**src/rtl/imucf_pkg.sv**
```systemverilog
// ----------------------------------------------------------------------------
// imucf_pkg
// Shared types and constants of the complementary attitude filter.
// ----------------------------------------------------------------------------
package imucf_pkg;

    localparam int FRAC_BITS = 16;
    localparam int DIV_W     = 54;
    localparam int QUO_W     = 25;
    localparam int CNT_W     = 5;

    localparam logic [15:0] STEP_WEIGHT_RST = 16'd655;

    typedef enum logic [1:0] {
        REG_STEP_WEIGHT,
        REG_BIAS_X,
        REG_BIAS_Y,
        REG_BIAS_Z
    } t_reg_idx;

    // one sample after intake: accel raw, gyro with bias removed
    typedef struct packed {
        logic signed [15:0] ax;
        logic signed [15:0] ay;
        logic signed [15:0] az;
        logic signed [16:0] gx;
        logic signed [16:0] gy;
        logic signed [16:0] gz;
    } t_item;

    typedef struct packed {
        logic  valid;
        t_item item;
    } t_push;

    typedef struct packed {
        logic full;
        logic empty;
    } t_q_stat;

    typedef struct packed {
        logic             start;
        logic [DIV_W-1:0] num;
        logic [DIV_W-1:0] dsh;
        logic [CNT_W-1:0] iters;
    } t_div_req;

    typedef struct packed {
        logic             done;
        logic [QUO_W-1:0] quo;
    } t_div_rsp;

    typedef enum logic [4:0] {
        S_IDLE,
        S_SQB,
        S_SQC,
        S_SQSUM,
        S_SQRT,
        S_MD,
        S_DD,
        S_MM,
        S_DEN,
        S_TWAIT,
        S_RD0,
        S_RD1,
        S_RD2,
        S_GM,
        S_GDIV,
        S_GWAIT,
        S_GSUM,
        S_B0,
        S_B1,
        S_B2,
        S_UPD
    } t_state;

endpackage

```
**src/rtl/imucf_top.sv**
```systemverilog
// ----------------------------------------------------------------------------
// imu_complementary_attitude_filter_top
// Six-axis IMU attitude estimator with a complementary filter.
// ----------------------------------------------------------------------------
// Input channel (i_valid / o_ready) takes one raw sample: accel xyz and gyro
// xyz, signed 16 bits each. Output channel (o_valid / i_ready) gives roll,
// pitch and yaw in signed Q15.16 degrees, one result per sample, in order.
// The config port (i_cfg_we, i_cfg_idx, i_cfg_data) writes step weight and
// gyro biases, one per write; write it only while no sample is in flight.
// Samples land in a two-entry queue, so intake runs ahead of the compute
// sequencer. The sequencer picks each sample up; per tilt angle it runs 16
// exact square root steps, a division on the shared bit-serial divider and
// the rest on the shared multiplier; per gyro axis it scales by a reciprocal
// multiply; then it blends and updates. It works on one sample at a time,
// while the queue goes on taking new samples from intake.
// The result sits in the output register until taken; the sequencer holds
// the next sample at its final step while the receiver stalls, and intake
// keeps accepting until the queue is full. Reset clears stored angles, the
// first-sample latch, the queue and config (step weight back to 655).
// ----------------------------------------------------------------------------
module imu_complementary_attitude_filter_top (
    input  logic               i_clk,
    input  logic               i_rst_n,
    input  logic               i_valid,
    output logic               o_ready,
    input  logic signed [15:0] i_accel_x_raw,
    input  logic signed [15:0] i_accel_y_raw,
    input  logic signed [15:0] i_accel_z_raw,
    input  logic signed [15:0] i_gyro_x_raw,
    input  logic signed [15:0] i_gyro_y_raw,
    input  logic signed [15:0] i_gyro_z_raw,
    output logic               o_valid,
    input  logic               i_ready,
    output logic signed [31:0] o_angle_roll,
    output logic signed [31:0] o_angle_pitch,
    output logic signed [31:0] o_angle_yaw,
    input  logic               i_cfg_we,
    input  logic [1:0]         i_cfg_idx,
    input  logic [15:0]        i_cfg_data
);
    import imucf_pkg::*;

    logic [15:0]        r_step_weight;
    logic signed [15:0] r_bias_x;
    logic signed [15:0] r_bias_y;
    logic signed [15:0] r_bias_z;

    t_push    push;
    t_q_stat  q_stat;
    t_item    head;
    logic     pop;
    t_div_req div_req;
    t_div_rsp div_rsp;

    always_ff @(posedge i_clk) begin
        if (!i_rst_n) begin
            r_step_weight <= STEP_WEIGHT_RST;
            r_bias_x      <= '0;
            r_bias_y      <= '0;
            r_bias_z      <= '0;
        end else if (i_cfg_we) begin
            case (t_reg_idx'(i_cfg_idx))
                REG_STEP_WEIGHT: r_step_weight <= i_cfg_data;
                REG_BIAS_X:      r_bias_x      <= i_cfg_data;
                REG_BIAS_Y:      r_bias_y      <= i_cfg_data;
                REG_BIAS_Z:      r_bias_z      <= i_cfg_data;
                default: ;
            endcase
        end
    end

    imucf_front u_front (
        .i_valid       (i_valid),
        .o_ready       (o_ready),
        .i_accel_x_raw (i_accel_x_raw),
        .i_accel_y_raw (i_accel_y_raw),
        .i_accel_z_raw (i_accel_z_raw),
        .i_gyro_x_raw  (i_gyro_x_raw),
        .i_gyro_y_raw  (i_gyro_y_raw),
        .i_gyro_z_raw  (i_gyro_z_raw),
        .i_bias_x      (r_bias_x),
        .i_bias_y      (r_bias_y),
        .i_bias_z      (r_bias_z),
        .i_q_stat      (q_stat),
        .o_push        (push)
    );

    imucf_queue u_queue (
        .i_clk   (i_clk),
        .i_rst_n (i_rst_n),
        .i_push  (push),
        .i_pop   (pop),
        .o_head  (head),
        .o_stat  (q_stat)
    );

    imucf_div u_div (
        .i_clk   (i_clk),
        .i_rst_n (i_rst_n),
        .i_req   (div_req),
        .o_rsp   (div_rsp)
    );

    imucf_back u_back (
        .i_clk         (i_clk),
        .i_rst_n       (i_rst_n),
        .i_step_weight (r_step_weight),
        .i_head        (head),
        .i_q_stat      (q_stat),
        .o_pop         (pop),
        .o_div_req     (div_req),
        .i_div_rsp     (div_rsp),
        .o_valid       (o_valid),
        .i_ready       (i_ready),
        .o_angle_roll  (o_angle_roll),
        .o_angle_pitch (o_angle_pitch),
        .o_angle_yaw   (o_angle_yaw)
    );

    // a full queue never reports empty and never takes a transaction
    a_q_full: assert property (@(posedge i_clk) disable iff (!i_rst_n)
        q_stat.full |-> (!q_stat.empty && !push.valid))
        else $error("queue full but still pushed or empty");

    // divider done is a single-cycle pulse
    a_div_pulse: assert property (@(posedge i_clk) disable iff (!i_rst_n)
        div_rsp.done |=> !div_rsp.done)
        else $error("divider done held for more than one cycle");

    // divider start is never asserted back to back
    a_div_start: assert property (@(posedge i_clk) disable iff (!i_rst_n)
        div_req.start |=> !div_req.start)
        else $error("back-to-back divider start");

    // result valid drops out of reset
    a_rst_valid: assert property (@(posedge i_clk)
        !i_rst_n |=> !o_valid)
        else $error("result valid after reset");

endmodule

```
**src/rtl/imucf_front.sv**
```systemverilog
// ----------------------------------------------------------------------------
// imucf_front
// Sample intake: accepts raw readings, removes gyro bias, pushes to queue.
// ----------------------------------------------------------------------------
module imucf_front (
    input  logic                  i_valid,
    output logic                  o_ready,
    input  logic signed [15:0]    i_accel_x_raw,
    input  logic signed [15:0]    i_accel_y_raw,
    input  logic signed [15:0]    i_accel_z_raw,
    input  logic signed [15:0]    i_gyro_x_raw,
    input  logic signed [15:0]    i_gyro_y_raw,
    input  logic signed [15:0]    i_gyro_z_raw,
    input  logic signed [15:0]    i_bias_x,
    input  logic signed [15:0]    i_bias_y,
    input  logic signed [15:0]    i_bias_z,
    input  imucf_pkg::t_q_stat    i_q_stat,
    output imucf_pkg::t_push      o_push
);
    import imucf_pkg::*;

    assign o_ready = !i_q_stat.full;

    always_comb begin
        o_push.valid   = i_valid && !i_q_stat.full;
        o_push.item.ax = i_accel_x_raw;
        o_push.item.ay = i_accel_y_raw;
        o_push.item.az = i_accel_z_raw;
        o_push.item.gx = 17'(i_gyro_x_raw) - 17'(i_bias_x);
        o_push.item.gy = 17'(i_gyro_y_raw) - 17'(i_bias_y);
        o_push.item.gz = 17'(i_gyro_z_raw) - 17'(i_bias_z);
    end

endmodule

```
**src/rtl/imucf_queue.sv**
```systemverilog
// ----------------------------------------------------------------------------
// imucf_queue
// Two-entry queue between intake and the compute sequencer.
// ----------------------------------------------------------------------------
module imucf_queue (
    input  logic                i_clk,
    input  logic                i_rst_n,
    input  imucf_pkg::t_push    i_push,
    input  logic                i_pop,
    output imucf_pkg::t_item    o_head,
    output imucf_pkg::t_q_stat  o_stat
);
    import imucf_pkg::*;

    t_item       r_mem [2];
    logic        r_wp;
    logic        r_rp;
    logic [1:0]  r_cnt;
    logic        do_pop;

    assign do_pop      = i_pop && (r_cnt != 2'd0);
    assign o_head      = r_mem[r_rp];
    assign o_stat.full  = (r_cnt == 2'd2);
    assign o_stat.empty = (r_cnt == 2'd0);

    always_ff @(posedge i_clk) begin
        if (i_push.valid) begin
            r_mem[r_wp] <= i_push.item;
        end
    end

    always_ff @(posedge i_clk) begin
        if (!i_rst_n) begin
            r_wp  <= 1'b0;
            r_rp  <= 1'b0;
            r_cnt <= 2'd0;
        end else begin
            if (i_push.valid) begin
                r_wp <= !r_wp;
            end
            if (do_pop) begin
                r_rp <= !r_rp;
            end
            r_cnt <= r_cnt + 2'(i_push.valid) - 2'(do_pop);
        end
    end

endmodule

```
**src/rtl/imucf_div.sv**
```systemverilog
// ----------------------------------------------------------------------------
// imucf_div
// Bit-serial restoring divider, one quotient bit per cycle.
// ----------------------------------------------------------------------------
module imucf_div (
    input  logic                i_clk,
    input  logic                i_rst_n,
    input  imucf_pkg::t_div_req i_req,
    output imucf_pkg::t_div_rsp o_rsp
);
    import imucf_pkg::*;

    logic [DIV_W-1:0] r_rem;
    logic [DIV_W-1:0] r_dsh;
    logic [QUO_W-1:0] r_quo;
    logic [CNT_W-1:0] r_cnt;
    logic             r_busy;
    logic             r_done;
    logic             ge;

    assign ge        = (r_rem >= r_dsh);
    assign o_rsp.done = r_done;
    assign o_rsp.quo  = r_quo;

    always_ff @(posedge i_clk) begin
        if (i_req.start) begin
            r_rem <= i_req.num;
            r_dsh <= i_req.dsh;
            r_quo <= '0;
        end else if (r_busy) begin
            if (ge) begin
                r_rem <= r_rem - r_dsh;
            end
            r_quo <= {r_quo[QUO_W-2:0], ge};
            r_dsh <= r_dsh >> 1;
        end
    end

    always_ff @(posedge i_clk) begin
        if (!i_rst_n) begin
            r_busy <= 1'b0;
            r_done <= 1'b0;
            r_cnt  <= '0;
        end else begin
            r_done <= 1'b0;
            if (i_req.start) begin
                r_busy <= 1'b1;
                r_cnt  <= i_req.iters;
            end else if (r_busy) begin
                r_cnt <= r_cnt - 1'b1;
                if (r_cnt == CNT_W'(1)) begin
                    r_busy <= 1'b0;
                    r_done <= 1'b1;
                end
            end
        end
    end

endmodule

```
**src/rtl/imucf_back.sv**
```systemverilog
// ----------------------------------------------------------------------------
// imucf_back
// Compute sequencer: tilt angles, gyro integration, blend and result update.
// ----------------------------------------------------------------------------
module imucf_back (
    input  logic                 i_clk,
    input  logic                 i_rst_n,
    input  logic [15:0]          i_step_weight,
    input  imucf_pkg::t_item     i_head,
    input  imucf_pkg::t_q_stat   i_q_stat,
    output logic                 o_pop,
    output imucf_pkg::t_div_req  o_div_req,
    input  imucf_pkg::t_div_rsp  i_div_rsp,
    output logic                 o_valid,
    input  logic                 i_ready,
    output logic signed [31:0]   o_angle_roll,
    output logic signed [31:0]   o_angle_pitch,
    output logic signed [31:0]   o_angle_yaw
);
    import imucf_pkg::*;

    localparam logic [37:0] RAD2DEG_Q32 = 38'd246083499208;
    localparam logic [18:0] R2D_LO      = RAD2DEG_Q32[18:0];
    localparam logic [18:0] R2D_HI      = RAD2DEG_Q32[37:19];
    localparam int          TILT_SH     = 17;
    localparam logic [CNT_W-1:0] TILT_ITERS = CNT_W'(TILT_SH + 1);
    // ceil(2^40 / 131), exact quotient for any 32-bit dividend
    localparam logic [32:0] GYRO_RCP    = 33'd8393218533;
    localparam logic [18:0] RCP_LO      = GYRO_RCP[18:0];
    localparam logic [13:0] RCP_HI      = GYRO_RCP[32:19];
    localparam logic signed [24:0] NINETY = 25'(90 << FRAC_BITS);

    function automatic logic signed [31:0] sat32(input logic signed [35:0] v);
        if (v > 36'sd2147483647) begin
            sat32 = 32'sh7FFF_FFFF;
        end else if (v < -36'sd2147483648) begin
            sat32 = 32'sh8000_0000;
        end else begin
            sat32 = v[31:0];
        end
    endfunction

    t_state             r_state, n_state;
    t_item              r_item;
    logic               r_axis;
    logic [1:0]         r_gidx;
    logic [31:0]        r_s;
    logic [31:0]        r_root;
    logic [30:0]        r_bit;
    logic [31:0]        r_md;
    logic [31:0]        r_dd;
    logic               r_big;
    logic [17:0]        r_q;
    logic [36:0]        r_rlo;
    logic [31:0]        r_y;
    logic [50:0]        r_glo;
    logic signed [24:0] r_acc [2];
    logic signed [33:0] r_g [3];
    logic signed [54:0] r_bpart;
    logic signed [33:0] r_f [2];
    logic signed [31:0] r_store [3];
    logic               r_first_done;
    logic signed [15:0] r_init;
    logic               r_ov;
    logic signed [54:0] r_prod;

    logic signed [34:0] mul_a;
    logic signed [19:0] mul_b;
    logic signed [54:0] mul_p;

    logic signed [16:0] t_n;
    logic               t_neg;
    logic [15:0]        t_m;
    logic signed [15:0] t_b;
    logic [15:0]        t_d;
    logic signed [16:0] g_diff;
    logic               g_neg;
    logic [15:0]        g_m;
    logic [31:0]        g_y;
    logic [45:0]        gq_sum;
    logic [24:0]        gq;
    logic [32:0]        sq_try;
    logic               sq_ge;
    logic [31:0]        m2;
    logic [36:0]        den_a, den_b, den;
    logic               big_now;
    logic [56:0]        raw57;
    logic signed [24:0] deg_mag, deg;
    logic signed [25:0] inc;
    logic signed [54:0] bsum;
    logic signed [31:0] r0;
    logic [32:0]        r0_mag;
    logic [16:0]        lat_mag;
    logic [16:0]        off_mag;
    logic               upd_go;

    // tilt operands: roll uses ay over (ax, az), pitch uses -ax over (ay, az)
    assign t_n   = r_axis ? -17'(r_item.ax) : 17'(r_item.ay);
    assign t_neg = t_n[16];
    assign t_m   = t_neg ? 16'(-t_n) : t_n[15:0];
    assign t_b   = r_axis ? r_item.ay : r_item.ax;
    assign t_d   = r_root[15:0];

    always_comb begin
        case (r_gidx)
            2'd0:    g_diff = r_item.gx;
            2'd1:    g_diff = r_item.gy;
            default: g_diff = r_item.gz;
        endcase
    end
    assign g_neg = g_diff[16];
    assign g_m   = g_neg ? 16'(-g_diff) : g_diff[15:0];

    // gyro scale: (|diff| * w + 65) / 131 by reciprocal multiply in two halves
    assign g_y    = r_prod[31:0] + 32'd65;
    assign gq_sum = r_prod[45:0] + 46'(r_glo[50:19]);
    assign gq     = gq_sum[45:21];

    assign sq_try = {1'b0, r_root} + {2'b0, r_bit};
    assign sq_ge  = ({1'b0, r_s} >= sq_try);

    assign m2      = r_prod[31:0];
    assign den_a   = {r_dd, 5'b0} + 37'(m2) + {2'b0, m2, 3'b0};
    assign den_b   = {m2, 5'b0} + 37'(r_dd) + {2'b0, r_dd, 3'b0};
    assign big_now = (t_m > t_d);
    assign den     = big_now ? den_b : den_a;

    assign raw57   = {1'b0, r_prod[36:0], 19'b0} + 57'(r_rlo) + 57'(64'd1 << 31);
    assign deg_mag = r_big ? (NINETY - raw57[56:32]) : raw57[56:32];
    assign deg     = t_neg ? -deg_mag : deg_mag;

    assign inc  = g_neg ? -{1'b0, gq} : {1'b0, gq};
    assign bsum = r_bpart + r_prod + 55'sd32768;

    assign r0      = sat32(36'(r_f[0]));
    assign r0_mag  = r0[31] ? -{r0[31], r0} : {1'b0, r0};
    assign lat_mag = r0_mag[32:16];
    assign off_mag = r_init[15] ? -{r_init[15], r_init} : {1'b0, r_init};
    assign upd_go  = !r_ov || i_ready;

    assign mul_p = mul_a * mul_b;

    // next state
    always_comb begin
        n_state = r_state;
        case (r_state)
            S_IDLE:  if (!i_q_stat.empty) n_state = S_SQB;
            S_SQB:   n_state = S_SQC;
            S_SQC:   n_state = S_SQSUM;
            S_SQSUM: n_state = S_SQRT;
            S_SQRT:  if (r_bit == 31'd1) n_state = S_MD;
            S_MD:    n_state = S_DD;
            S_DD:    n_state = S_MM;
            S_MM:    n_state = S_DEN;
            S_DEN:   n_state = S_TWAIT;
            S_TWAIT: if (i_div_rsp.done) n_state = S_RD0;
            S_RD0:   n_state = S_RD1;
            S_RD1:   n_state = S_RD2;
            S_RD2:   n_state = r_axis ? S_GM : S_SQB;
            S_GM:    n_state = S_GDIV;
            S_GDIV:  n_state = S_GWAIT;
            S_GWAIT: n_state = S_GSUM;
            S_GSUM:  n_state = (r_gidx == 2'd2) ? S_B0 : S_GM;
            S_B0:    n_state = S_B1;
            S_B1:    n_state = S_B2;
            S_B2:    n_state = r_axis ? S_UPD : S_B0;
            S_UPD:   if (upd_go) n_state = S_IDLE;
            default: n_state = S_IDLE;
        endcase
    end

    // multiplier operands, queue pop and divider requests
    always_comb begin
        mul_a     = '0;
        mul_b     = '0;
        o_pop     = 1'b0;
        o_div_req = '0;
        case (r_state)
            S_IDLE: o_pop = !i_q_stat.empty;
            S_SQB: begin
                mul_a = 35'(t_b);
                mul_b = 20'(t_b);
            end
            S_SQC: begin
                mul_a = 35'(r_item.az);
                mul_b = 20'(r_item.az);
            end
            S_MD: begin
                mul_a = {19'b0, t_m};
                mul_b = {4'b0, t_d};
            end
            S_DD: begin
                mul_a = {19'b0, t_d};
                mul_b = {4'b0, t_d};
            end
            S_MM: begin
                mul_a = {19'b0, t_m};
                mul_b = {4'b0, t_m};
            end
            S_DEN: begin
                o_div_req.start = 1'b1;
                o_div_req.num   = (DIV_W'({r_md, 5'b0}) << FRAC_BITS) + DIV_W'(den >> 1);
                o_div_req.dsh   = DIV_W'(den) << TILT_SH;
                o_div_req.iters = TILT_ITERS;
            end
            S_RD0: begin
                mul_a = {17'b0, r_q};
                mul_b = {1'b0, R2D_LO};
            end
            S_RD1: begin
                mul_a = {17'b0, r_q};
                mul_b = {1'b0, R2D_HI};
            end
            S_GM: begin
                mul_a = {19'b0, g_m};
                mul_b = {4'b0, i_step_weight};
            end
            S_GDIV: begin
                mul_a = {3'b0, g_y};
                mul_b = {1'b0, RCP_LO};
            end
            S_GWAIT: begin
                mul_a = {3'b0, r_y};
                mul_b = {6'b0, RCP_HI};
            end
            S_B0: begin
                mul_a = 35'(r_g[r_axis]);
                mul_b = {3'b0, 17'h10000 - {1'b0, i_step_weight}};
            end
            S_B1: begin
                mul_a = 35'(r_acc[r_axis]);
                mul_b = {4'b0, i_step_weight};
            end
            default: ;
        endcase
    end

    // datapath
    always_ff @(posedge i_clk) begin
        r_prod <= mul_p;
        case (r_state)
            S_IDLE: begin
                r_item <= i_head;
                r_axis <= 1'b0;
            end
            S_SQC:   r_s <= r_prod[31:0];
            S_SQSUM: begin
                r_s    <= r_s + r_prod[31:0];
                r_root <= '0;
                r_bit  <= 31'h4000_0000;
            end
            S_SQRT: begin
                if (sq_ge) begin
                    r_s    <= r_s - sq_try[31:0];
                    r_root <= (r_root >> 1) + {1'b0, r_bit};
                end else begin
                    r_root <= r_root >> 1;
                end
                r_bit <= r_bit >> 2;
            end
            S_DD:    r_md <= r_prod[31:0];
            S_MM:    r_dd <= r_prod[31:0];
            S_DEN:   r_big <= big_now;
            // zero root: the ratio term is zero, both for 0/0 and for a pure vertical
            S_TWAIT: begin
                if (i_div_rsp.done) r_q <= (t_d == 16'd0) ? 18'd0 : i_div_rsp.quo[17:0];
            end
            S_RD1:   r_rlo <= r_prod[36:0];
            S_RD2: begin
                r_acc[r_axis] <= deg;
                r_axis        <= !r_axis;
                r_gidx        <= 2'd0;
            end
            S_GDIV:  r_y <= g_y;
            S_GWAIT: r_glo <= r_prod[50:0];
            S_GSUM: begin
                r_g[r_gidx] <= 34'(r_store[r_gidx]) + 34'(inc);
                r_gidx      <= r_gidx + 2'd1;
            end
            S_B1:    r_bpart <= r_prod;
            S_B2: begin
                r_f[r_axis] <= bsum[49:16];
                r_axis      <= !r_axis;
            end
            default: ;
        endcase
    end

    // state, stored angles and result handshake
    always_ff @(posedge i_clk) begin
        if (!i_rst_n) begin
            r_state      <= S_IDLE;
            r_store[0]   <= '0;
            r_store[1]   <= '0;
            r_store[2]   <= '0;
            r_first_done <= 1'b0;
            r_init       <= '0;
            r_ov         <= 1'b0;
        end else begin
            r_state <= n_state;
            if (r_state == S_UPD && upd_go) begin
                r_ov <= 1'b1;
                if (!r_first_done) begin
                    r_init       <= r0[31] ? 16'(-lat_mag) : lat_mag[15:0];
                    r_store[0]   <= r0;
                    r_first_done <= 1'b1;
                end else begin
                    r_store[0] <= sat32(36'(r_f[0]) - 36'({off_mag, 16'b0}));
                end
                r_store[1] <= sat32(36'(r_f[1]));
                r_store[2] <= sat32(36'(r_g[2]));
            end else if (i_ready) begin
                r_ov <= 1'b0;
            end
        end
    end

    assign o_valid       = r_ov;
    assign o_angle_roll  = r_store[0];
    assign o_angle_pitch = r_store[1];
    assign o_angle_yaw   = r_store[2];

endmodule

```
**config.mk**
```make
export PLATFORM = sky130hd
export DESIGN_NAME = imu_complementary_attitude_filter_top
export DESIGN_NICKNAME = d
export VERILOG_FILES = /design/src/rtl/imucf_pkg.sv /design/src/rtl/imucf_top.sv /design/src/rtl/imucf_front.sv /design/src/rtl/imucf_queue.sv /design/src/rtl/imucf_div.sv /design/src/rtl/imucf_back.sv
export SDC_FILE = /design/constraint.sdc
export NUM_CORES = 2
export LEC_CHECK = 0
export BUFFER_PORTS_ARGS = -buffer_cell sky130_fd_sc_hd__buf_2
export CAP_MARGIN = 0
export CORE_UTILIZATION = 55
export DETAILED_ROUTE_END_ITERATION = 7
export PLACE_DENSITY = 0.83
export SLEW_MARGIN = 25
export SYNTH_ARGS = -nofsm -noshare
export SYNTH_HDL_FRONTEND = slang
export SYNTH_SLANG_ARGS = --single-unit
```
**constraint.sdc**
```tcl
create_clock -name i_clk -period 9.6 [get_ports i_clk]
set_clock_uncertainty 0.15 [all_clocks]
set_input_delay 0.48 -clock i_clk [delete_from_list [all_inputs] [get_ports i_clk]]
set_output_delay 0.48 -clock i_clk [all_outputs]
set_load 0.02 [all_outputs]
```
==> metrics <==
DRT iter0 DRCs=8,208; Skew-Pair Late Insertion Delay=0.80 ns; Post-Synth Adder-Cell Area=23.88%; XOR/XNOR Fraction of Synth Area=5.470%; Hold WC Path Type=in2reg; Slew HR=25.61%; top cells by area, synth=edfxtp_1 33%, fa_1 15%, ha_1 8.8%; simple-gate portion of the synthesized area=12.99%; peak supply drop=0.5304 mV; Reg power frac=18.0%; WL final=295,900 um; pwr/cell area=387.8 nW/um2; delay-heaviest family, CP=adder cells; Startpoint Class=flip-flop; Critical Path Most Common Cell=fa_1; Max Cap Viol=0; asr flop ratio synth=0%; flops & latches, synth=1,186; Leak Pwr=45.48 nW; Cell variety after synth=101; sw power=19.91 mW; initial antenna violation count=9; first-pass GRT wire length=449,000 um; Most used DFF post-synth=edfxtp_1; final cycle utilization of the critical path=104.2%; Synth area leader=edfxtp_1; actual slew at the worst max-slew pin=1.107 ns; FP Rows=150; Clk pwr share=12.8%; Syn Inst Count=9,265; Hold WS=0.01874 ns; via count=75,120; final setup fails=18; largest family of logic cells by synthesized area=adder cells; Comb pwr share=69.1%; Internal Power=21.91 mW; CP required=10.10 ns; drc violations=0; Worst path slowest cell=or4_4; IO Pins=217; sw frac=47.61%; Synth Area in Compound Gates=12.74%; Final GP Congestion=0.9963; failing checks=negative setup slack; drt via density=6.098; Crit Path Category=reg2reg; EDFF count, synth=1,016; Die Y=414.3 um; final setup margin=-0.4008 ns; DIE WIDTH=414.3 um; share of the synthesized area in the top cell type=32.63%; CTS Buf Count=133; post-DP HPWL=224,100 um; worst stage delay on the critical path=0.58 ns; clock-pin transition on the worst setup and hold timing paths=0.07 ns; largest net degree at the start of global routing=94; max-slew violation count=0; Core ar.=168,000 um2; layout cells sized above 1=14.64%; Synth Cell Area=93,490 um2; mux share of post-synthesis cell area=3.102%; number of warnings issued by yosys=0; CTS H-tree lvls=4; unrepaired setup endpoints after global routing=yes; clock tree sinks=1,186; CTS root buffer=clkbuf_16; Final ANT Viol Nets=0; Worst EP arrival=10.50 ns; clock buffer depth=3; Initial Utilization=55.66%; TritonCTS clock tree=built; Layout area overhead=15.35%; total track usage=34.07%; most frequent cells after synthesis=1,016 x edfxtp_1, 1,012 x nand2_1, 1,010 x inv_1; final hold violation count=0; vias in the first global route=76,850; total grt overflow=0; final design utilization=64.20%; nets=11,480; post-synthesis sequential area ratio=36.27%; fin crit period=10.00 ns; count leader, synth=edfxtp_1; 1st-pass router iterations=8; die area=171,600 um2; Fmax=0.09999 GHz; status=complete, but fails checks; syn avg cell area=10.09 um2; Critical Path Fanout Max=7; Crit. End Element=flip-flop; IO buf count=216; wire per inst=24.02 um; crit path buf inv count=10
[routing by layer]
metal / wire length (um) / global-route usage, % / share of wire [%] / vias up
met4: 16700 / 17.13 / 5.6 / 4
met5: 24 / 0 / 0.0081 / -
met2: 138200 / 55.92 / 47 / 3829
li1: - / - / - / 33500
met1: 114300 / 43.29 / 39 / 36930
met3: 26710 / 6.192 / 9.0 / 858
[power by group through the flow]
stage | registers (mW) | clock network (mW) | logic, mW
finish | 7.55 | 5.37 | 28.9
global route | 7.57 | 5.59 | 31.3
CTS | 7.50 | 5.40 | 27.8
detailed placement | 7.60 | 0 | 26.9
global placement | 7.57 | 0 | 26.1
floorplan | 7.50 | 0 | 17.2
[layout by cell type, fill, tap and decap left out, types with 174 or more instances in the layout]
cell type and instances:
a21o_1 174, a21oi_1 512, buf_2 216, buf_4 581, edfxtp_1 1016, fa_1 677
ha_1 645, inv_1 989, nand2_1 998, nor2_1 722, o21ai_0 386, xnor2_1 370
xor2_1 203
[path summary, 6_finish.rpt]
kind	start	end	slack, ns	depth (start not counted)
setup / recovery	u_back.r_item[89]$_DFFE_PN_	u_back.r_prod[45]$_DFF_P_	-0.40	40
hold / removal	i_cfg_idx[1]	r_step_weight[12]$_SDFFE_PN0P_	0.02	4
setup reg to reg	u_back.r_item[89]$_DFFE_PN_	u_back.r_prod[45]$_DFF_P_	-0.40	40
hold reg to reg	r_bias_z[7]$_SDFFE_PN0P_	r_bias_z[7]$_SDFFE_PN0P_	0.30	2
[final cells by class]
type,count,area (um2)
fill,12850,60130
clock buffer,165,3585
antenna,10,25.02
sequential,1186,33920
multi-input combinational,6724,55400
tap,2204,2758
clock inverter,78,968.4
timing repair buffer,934,7341
inverter,1018,3845
[registers in the layout, summed over array words and instances, names as in the netlist, 50 cells and up, named ones only]
signal,flops
u_back.r_prod,51
u_back.r_bpart,50
u_queue.r_mem,198
u_back.r_g,99
u_back.r_f,68
u_div.r_rem,54
u_back.r_item,99
u_back.r_acc,50
u_div.r_dsh,54
u_back.r_store,96
[worst register-to-register path: cells and delay by family (launching register included)]
family,cells,cell delay (ns)
xor+xnor,2,0.27
simple gates,10,2.12
compound gates,10,2.05
buf+inv,10,0.96
fa+ha+maj,8,3.90
flops,1,0.39
[cells by family (layout without fill, tap and decap cells)]
family | after synthesis | count (layout)
xor+xnor | 583 | 583
mux | 273 | 273
compound gates | 1839 | 1839
other cells | 2 | 27
fa+ha+maj | 1363 | 1363
simple gates | 2649 | 2649
flops | 1186 | 1186
buf+inv | 1370 | 2195
[timing repair]
action / in CTS / in global routing
cloned: 2 / 2
hold buffers: 67 / 0
endpoints found under the setup margin: 17 / 28
setup buffers: 47 / 25
pin swaps: 78 / 65
hold endpoints to repair: 164 / 0
resized for setup: 125 / 95
[through the flow]
step	area, um2	cells	setup WS [ns]	total power [mW]	TNS (ns)
final	107800	12320	-0.4008	41.83	-4.416
after global routing	107800	12310	-0.7423	44.48	-10.64
after CTS	107200	12280	-0.2052	40.72	-0.9453
after detailed placement	101100	11930	-0.6559	34.46	-5.610
after global placement	101000	11930	-0.4919	33.69	-3.632
after floorplan	93660	9280	0.001545	24.71	0
Note: power is estimated with default switching activity, not from simulation.
